==> src/rtl/core/npc_pkg.sv <==
`default_nettype none
package npc_pkg;

  localparam int PaletteSizeDef = 256;
  localparam int IndexReach     = 256;
  localparam int ColorW         = 8;
  localparam int IdxW           = 8;
  localparam int DistW          = 10;
  localparam int CountW         = 9;

  localparam logic CMD_LOAD  = 1'b0;
  localparam logic CMD_QUERY = 1'b1;

  typedef struct packed {
    logic              vld;
    logic              cmd;
    logic [IdxW-1:0]   idx;
    logic [ColorW-1:0] red;
    logic [ColorW-1:0] green;
    logic [ColorW-1:0] blue;
    logic [IdxW-1:0]   best_idx;
    logic [DistW-1:0]  best_dist;
  } item_t;

  function automatic logic [ColorW-1:0] abs_diff(input logic [ColorW-1:0] a,
                                                 input logic [ColorW-1:0] b);
    abs_diff = (a >= b) ? (a - b) : (b - a);
  endfunction

endpackage
`default_nettype wire

==> src/rtl/core/npc_cell.sv <==
`default_nettype none
module npc_cell import npc_pkg::*; #(
  parameter int CellIdx = 0
) (
  input  wire logic              clk_i,
  input  wire logic              rst_ni,
  input  wire logic              en_i,
  input  wire logic [CountW-1:0] count_i,
  input  wire item_t             item_i,
  output item_t                  item_o
);

  logic [ColorW-1:0] ent_r_q, ent_g_q, ent_b_q;
  logic              vld_q;
  item_t             pay_q, pay_d;
  logic [DistW-1:0]  dist_sum;
  logic              is_load, take;

  assign is_load = item_i.vld && (item_i.cmd == CMD_LOAD) && (item_i.idx == IdxW'(CellIdx));

  assign dist_sum = DistW'(abs_diff(ent_r_q, item_i.red))
                  + DistW'(abs_diff(ent_g_q, item_i.green))
                  + DistW'(abs_diff(ent_b_q, item_i.blue));

  always_comb begin
    take  = (CountW'(CellIdx) < count_i) &&
            ((CellIdx == 0) || (dist_sum < item_i.best_dist));
    pay_d = item_i;
    if (take) begin
      pay_d.best_idx  = IdxW'(CellIdx);
      pay_d.best_dist = dist_sum;
    end
  end

  always_ff @(posedge clk_i or negedge rst_ni) begin
    if (!rst_ni) begin
      vld_q <= 1'b0;
    end else if (en_i) begin
      vld_q <= item_i.vld;
    end
  end

  always_ff @(posedge clk_i) begin
    if (en_i) begin
      pay_q <= pay_d;
    end
    if (en_i && is_load) begin
      ent_r_q <= item_i.red;
      ent_g_q <= item_i.green;
      ent_b_q <= item_i.blue;
    end
  end

  always_comb begin
    item_o     = pay_q;
    item_o.vld = vld_q;
  end

endmodule
`default_nettype wire

==> config.mk <==
export PLATFORM = sky130hd
export DESIGN_NAME = npc_cell
export DESIGN_NICKNAME = d
export VERILOG_FILES = /design/src/rtl/core/npc_pkg.sv /design/src/rtl/core/npc_cell.sv
export SDC_FILE = /design/constraint.sdc
export NUM_CORES = 1
export LEC_CHECK = 0
export BUFFER_PORTS_ARGS = -buffer_cell sky130_fd_sc_hd__buf_2
export CORE_ASPECT_RATIO = 1.5
export CORE_MARGIN = 3
export CORE_UTILIZATION = 40
export DETAILED_ROUTE_END_ITERATION = 8
export GPL_ROUTABILITY_DRIVEN = 0
export SLEW_MARGIN = 40
export SYNTH_ARGS = -nofsm -noshare
export SYNTH_HDL_FRONTEND = slang
export SYNTH_SLANG_ARGS = --single-unit
export TNS_END_PERCENT = 100
==> constraint.sdc <==
create_clock -name clk_i -period 4.05 [get_ports clk_i]
set_input_delay 1.0125 -clock clk_i [delete_from_list [all_inputs] [get_ports clk_i]]
set_output_delay 1.0125 -clock clk_i [all_outputs]
set_load 0.02 [all_outputs]
==> results of run 1 <==
[power groups by stage]
stage          Combinational (uW)  Clock, uW  Sequential, uW
4_1_cts                       921        833             988
6_report                      943        808             987
5_1_grt                      1050        861             993
3_3_place_gp                  838          0            1000
2_1_floorplan                 425          0            1100
3_5_place_dp                  854          0            1000
[per-stage QoR]
stage / power (uW) / cells
global route: 2900 / 780
floorplan: 1530 / 414
detailed placement: 1860 / 759
finish: 2740 / 780
global placement: 1840 / 759
CTS: 2740 / 779
[cell type report]
| class | count | area share [%] |
|---|---|---|
| Multi-Input combinational cell | 259 | 35.7 |
| Sequential cell | 76 | 33.7 |
| Clock inverter | 7 | 1.11 |
| Timing Repair Buffer | 209 | 19.5 |
| Tap cell | 150 | 2.78 |
| Inverter | 70 | 3.89 |
| Clock buffer | 9 | 3.33 |
[path summary, 6_finish.rpt]
| path | start | to | slack (ns) |
|---|---|---|---|
| hold reg to reg | vld_q | vld_q | 0.51 |
| setup reg to reg | ent_r_q[0] | item_o[9] | -0.03 |
| hold / removal | rst_ni | vld_q | 0.44 |
| setup / recovery | item_i[18] | item_o[9] | -0.28 |
| max in group asynchronous | rst_ni | vld_q | 3.53 |
| min in group clk_i | vld_q | vld_q | 0.51 |
[logic make-up (layout without fill, tap and decap cells)]
family	after synthesis	after routing	share of synthesized area, %
buffers and inverters	79	295	6.57
AO/OA/AOI/OAI	85	85	11.3
AND/OR/NAND/NOR	61	61	6.52
adder cells (fa/ha/maj)	67	67	19.7
flip-flops	76	76	47.1
XOR/XNOR	24	24	4.35
multiplexers	22	22	4.58
[worst reg2reg max path: stages (launching register included)]
cell and delay (ns):
edfxtp_1 0.41, inv_1 0.12, ha_4 0.14, inv_2 0.04, fa_2 0.40, nand3_2 0.08, and2_4 0.14, a21oi_2 0.06
a211oi_4 0.26, buf_6 0.17, mux2i_4 0.23, fa_1 0.44, inv_1 0.07, ha_2 0.17, inv_2 0.04, fa_2 0.39
nor2b_1 0.12, o21ai_1 0.06, nand2b_1 0.10, a31o_4 0.18, a21oi_2 0.05, o31ai_2 0.24
[state kept, by name (all words and copies together) (netlist names)]
name and flops:
item_o 51, ent_b_q 8, ent_g_q 8, ent_r_q 8, vld_q 1
[routing by layer]
| layer | wire length, um | global-route usage, % | up-vias |
|---|---|---|---|
| met3 | 706 | 2.99 | 10 |
| met5 | 0 | 0 | - |
| met1 | 4270 | 18.8 | 1729 |
| li1 | - | - | 1849 |
| met4 | 155 | 5.62 | 0 |
| met2 | 5780 | 32.1 | 106 |
[cells in the final DEF (no fill, tap or decap), types with 5 or more instances in the layout]
master,synthesis,routed
buf_2,2,112
buf_4,1,91
edfxtp_1,75,75
inv_1,70,64
ha_1,52,47
a21oi_1,40,36
nand2_1,18,18
mux2i_1,21,18
a21o_1,13,13
xnor2_1,16,13
nor2_1,12,12
fa_1,15,11
o21ai_0,11,9
and2_1,9,9
clkbuf_16,0,9
a21oi_2,3,7
xor2_1,8,7
inv_2,0,6
nand4_1,5,5
o21bai_1,5,5
[repair_timing]
item                       CTS  global route
pin swaps                   15             4
setup buffers                5             1
resized for setup           23             5
setup endpoints to repair    7             7
==> impl_metrics.py, run 1 <==
metrics = {
    "synthesis": {
        "synth_top_cell_by_area": "edfxtp_1",
        "ys_warn_count": 0,
        "syn_area_per_cell_um2": 11.7,
        "synth-edff-count": 75,
        "synthArstFlopShare_pct": 1.32,
        "synth_area_leaders": "edfxtp_1, ha_1, fa_1, inv_1, mux2i_1",
        "synth_common_cells": "edfxtp_1, inv_1, ha_1",
        "synth.distinct_cells": 39,
        "synth_seq_area_share_pct": 47.1,
        "synth_flop_cell": "edfxtp_1",
        "syn_inst": 414,
        "synth_top_area_share_pct": 46.6,
        "synthesis.nets": 545,
        "ys_seq_elements": 76,
        "yosysMostFrequentCell": "edfxtp_1",
        "syn_area_mm2": 0.00484,
    },
    "timing": {
        "clock.fmax_ghz": 0.231,
        "worst_hold_slack_ns": 0.440,
        "fin_crit_ns": 4.33,
        "tightestPinTransition_ns": 0.707,
        "finalSetupTns_ns": -1.48,
        "fin_worst_skew_ns": 0.00691,
        "max_slew_margin_pct": 52.9,
        "timing.final.crit_share_pct": 107,
        "hold_viol_final": 0,
        "fin_ws_ns": -0.284,
        "slew_viol_final": 0,
        "rsz0062_at_grt": "true",
        "setup_viol": 7,
    },
    "outcome": {
        "violations": "negative setup slack",
        "outcome": "finished with violations",
    },
    "clock_network": {
        "cts-buffers-inserted": 9,
        "ctsHoldBuffers": 0,
        "clock-root-buffer": "clkbuf_16",
        "clk_transition_reported_paths_ns": 0.06,
        "clkLatencyLatePin_ns": 0.34,
        "cts.sinks": 76,
        "cts.htree.levels": 3,
        "cts_tree": "done",
        "clock_path_buffers": 2,
    },
    "critical_path": {
        "crit_buf_inv": 4,
        "path_class": "in -> reg",
        "crit_chain": "buf_8 -> ha_4 -> inv_2 -> fa_2 -> a21o_1 -> a21oi_2 -> nand3_1 -> a221o_1 -> mux2i_2 -> fa_1 -> inv_1 -> ha_2 -> inv_2 -> fa_2 -> nor2b_1 -> o21ai_1 -> nand2b_1 -> a31o_4 -> a21oi_2 -> o31ai_2",
        "critPathArrivalTime_ns": 4.50,
        "end_kind": "register",
        "slowest_stage": "fa_1",
        "worst-path-stages": 20,
        "start_kind": "input pin",
        "required_ns": 4.21,
        "worst-r2r-cell-count": 21,
        "max_stage_delay_ns": 0.48,
        "path_max_fanout": 4,
        "path_delay_family": "adder cells",
    },
    "pwr": {
        "sw_frac_of_total_pct": 29.9,
        "leakage_uw": 0.00322,
        "power-per-cell-area_mw_per_mm2": 405,
        "internal-power_uw": 1920,
        "pwr-share-clk_pct": 29.5,
        "vdd_ir_drop_max_mv": 0.264,
        "p_sw_uw": 818,
        "seqPwrFrac_pct": 36.0,
        "p_comb_share_pct": 34.4,
    },
    "die": {
        "die-area_mm2": 0.0135,
        "num_rows": 48,
        "coreArea_mm2": 0.0117,
        "io_pins": 116,
        "fp.dieW_um": 95.8,
        "die_h_um": 141,
        "initial_core_util_pct": 41.5,
    },
    "routing": {
        "drt_wl_total_mm": 10.9,
        "drt-vias-per-instance": 4.74,
        "first_iter_violations": 86,
        "route.detailed.drc": 0,
        "wl_per_cell_um": 14.0,
        "ant_nets": 0,
        "dr.pass1.iters": 4,
        "vias": 3694,
    },
    "final_layout": {
        "utilization_pct": 58.0,
        "fin_nets": 756,
        "antennaDiodeCount": 0,
        "nFillCells": 1052,
        "multi_input_area_mm2": 0.00241,
        "seq_area_mm2": 0.00228,
        "layout-drive-gt1-share_pct": 41.9,
        "final_area_mm2": 0.00676,
        "syn2layout_area_growth_pct": 39.8,
    },
    "placed_design": {
        "dp_hpwl_mm": 8.47,
        "io_buffers": 115,
        "placed_area_mm2": 0.00629,
        "place_ws_ns": -0.781,
    },
    "grt": {
        "grtUsageTotal_pct": 17.1,
        "grt_pass1_wl_mm": 18.0,
        "gr-total-overflow": 0,
        "antenna_found_initial": 0,
        "grt_max_degree": 53,
        "first_global_vias": 3931,
    },
    "hold_path": {
        "hp-class": "in -> async",
    },
    "job": {
        "cap_viol_max_count": 0,
    },
}
(Power assumes the default switching activity.)
==> inputs of run 2 (changes only) <==
- CORE_ASPECT_RATIO: 1.5 -> unset
==> run 2 against run 1 <==
The flow still finishes with violations (negative setup slack). Die area fell by 0.21%. Design area rose by 1.3%. Global-route usage fell by 1.3 points.
==> impl_metrics.py, run 2 (same netlist as run 1, synthesis figures left out) <==
metrics = {
    "grt": {
        "grt_max_degree": 53,
        "grt_util_met3_pct": 3.76,
        "gr-total-overflow": 0,
        "grt_use_met2_pct": 24.4,
        "grtUsageMet1_pct": 21.0,
        "grt_pass1_wl_mm": 16.7,
        "first_global_vias": 3636,
        "busiest_layer": "met2",
        "grtUsageTotal_pct": 15.8,
        "antenna_found_initial": 1,
    },
    "final_layout": {
        "layout-drive-gt1-share_pct": 42.8,
        "antennaDiodeCount": 0,
        "syn2layout_area_growth_pct": 41.6,
        "largest_register_ffs": 51,
        "layout_commonest_cell": "buf_2",
        "final_cell_mix": "buf_2, buf_4, edfxtp_1",
        "fin_nets": 766,
        "instances_no_fill": 783,
        "final_area_mm2": 0.00685,
    },
    "routing": {
        "vias": 3654,
        "wl_per_cell_um": 13.2,
        "ant_nets": 0,
        "drt-vias-per-instance": 4.67,
        "first_iter_violations": 160,
        "drt_wl_total_mm": 10.3,
        "route.detailed.drc": 0,
        "dr.pass1.iters": 5,
    },
    "timing": {
        "rsz0062_at_grt": "true",
        "finalSetupTns_ns": -1.47,
        "setup_viol": 6,
        "max_slew_margin_pct": 53.5,
        "clock.fmax_ghz": 0.231,
        "slew_viol_final": 0,
        "fin_crit_ns": 4.33,
        "fin_ws_ns": -0.282,
        "hold_viol_final": 0,
        "worst_hold_slack_ns": 0.437,
        "fin_worst_skew_ns": 0.00666,
        "tightestPinTransition_ns": 0.698,
        "timing.final.crit_share_pct": 107,
    },
    "outcome": {
        "violations": "negative setup slack",
        "outcome": "finished with violations",
    },
    "placed_design": {
        "placed_area_mm2": 0.00631,
        "dp_cells": 756,
        "io_buffers": 115,
        "dp_hpwl_mm": 8.13,
    },
    "pwr": {
        "leakage_uw": 0.00327,
        "pwr-share-clk_pct": 28.6,
        "seqPwrFrac_pct": 36.2,
        "vdd_ir_drop_max_mv": 0.219,
        "internal-power_uw": 1920,
        "p_comb_share_pct": 35.2,
        "sw_frac_of_total_pct": 29.3,
        "power-per-cell-area_mw_per_mm2": 397,
        "p_sw_uw": 798,
    },
    "critical_path": {
        "required_ns": 4.11,
        "path_max_fanout": 4,
        "path_class": "in -> reg",
        "max_stage_delay_ns": 0.49,
        "crit_buf_inv": 3,
        "start_kind": "input pin",
        "critPathArrivalTime_ns": 4.40,
        "slowest_stage": "fa_1",
        "end_kind": "register",
        "path_delay_family": "compound AO/OA/AOI/OAI gates",
        "crit_chain": "buf_2 -> inv_1 -> fa_2 -> a21o_1 -> a21oi_2 -> nand3_1 -> a221o_1 -> mux2i_1 -> xor2_1 -> fa_1 -> inv_1 -> ha_1 -> a21o_1 -> a21oi_2 -> o21ai_2 -> a31oi_1 -> xnor2_1 -> a21oi_1",
    },
    "die": {
        "die_h_um": 116,
        "num_rows": 39,
        "io_pins": 116,
        "die-area_mm2": 0.0134,
        "initial_core_util_pct": 41.7,
        "coreArea_mm2": 0.0116,
        "fp.dieW_um": 116,
    },
    "clock_network": {
        "clock_path_buffers": 2,
        "ctsHoldBuffers": 0,
        "cts.htree.levels": 3,
        "cts_tree": "done",
        "clk_transition_reported_paths_ns": 0.05,
        "cts-buffers-inserted": 9,
        "cts.sinks": 76,
        "clock-root-buffer": "clkbuf_16",
        "clkLatencyLatePin_ns": 0.34,
    },
    "hold_path": {
        "hp-class": "in -> async",
    },
    "job": {
        "cap_viol_max_count": 0,
    },
}
-- run 2: changes by cell type in the layout (fill, tap and decap cells not counted), sizes merged --
cell / delta
buf: +10
clkinv: +2
clkinvlp: -1
inv: -1
-- run 2: area by class of cell --
type | count | area [um2]
fill | 979 | 4760
multi-input combinational | 259 | 2440
sequential | 76 | 2280
timing repair buffer | 219 | 1390
inverter | 70 | 265
clock buffer | 9 | 225
tap | 143 | 179
clock inverter | 7 | 66.3
-- run 2: path summary, 6_finish.rpt --
| check | start | to | slack (ns) | depth (start not counted) |
|---|---|---|---|---|
| worst max-delay path | item_i[19] | item_o[8] | -0.28 | 18 |
| min in group clk_i | vld_q | vld_q | 0.50 | 1 |
| worst min-delay path | rst_ni | vld_q | 0.44 | 1 |
| worst max register to register | ent_g_q[0] | item_o[7] | -0.03 | 21 |
| max in group asynchronous | rst_ni | vld_q | 3.53 | 1 |
| worst min register to register | vld_q | vld_q | 0.50 | 1 |
-- run 2: repair_timing --
item / in CTS / in global routing
pin swaps: 21 / 3
buffers inserted: 13 / 1
gates resized for setup: 30 / 5
setup endpoints to repair: 7 / 7
-- run 2: metrics by stage --
step / power (uW) / utilization (%) / setup slack (ns)
CTS: 2750 / 58.9 / -0.277
global route: 2890 / 59.0 / -0.478
global placement: 1850 / 54.4 / -0.663
detailed placement: 1870 / 54.4 / -0.760
floorplan: 1530 / - / -0.456
finish: 2720 / 59.0 / -0.282
-- run 2: per-layer routing --
layer	vias to the layer above	part of all wire, %
met5	-	0
met4	0	2.3
met1	1644	48
met3	18	6.6
met2	121	43
li1	1871	-
-- run 2: worst reg2reg max path: stages (launching register included) --
cell,delay (ns)
edfxtp_1,0.40
inv_1,0.10
ha_4,0.13
inv_2,0.04
fa_2,0.34
a21o_1,0.18
a21oi_2,0.19
a21oi_2,0.09
a211oi_4,0.17
buf_6,0.17
mux2i_4,0.24
fa_1,0.42
inv_1,0.06
ha_2,0.18
inv_2,0.05
fa_2,0.39
nor2b_1,0.13
o21ai_1,0.08
nand2b_1,0.10
a31o_4,0.18
xnor2_2,0.11
a21oi_1,0.07
-- run 2: power groups by stage --
stage	Clock (uW)	Combinational [uW]	Sequential (uW)
global placement	0	849	1000
finish	777	958	986
CTS	806	957	988
global route	837	1060	993
detailed placement	0	864	1000
floorplan	0	425	1100
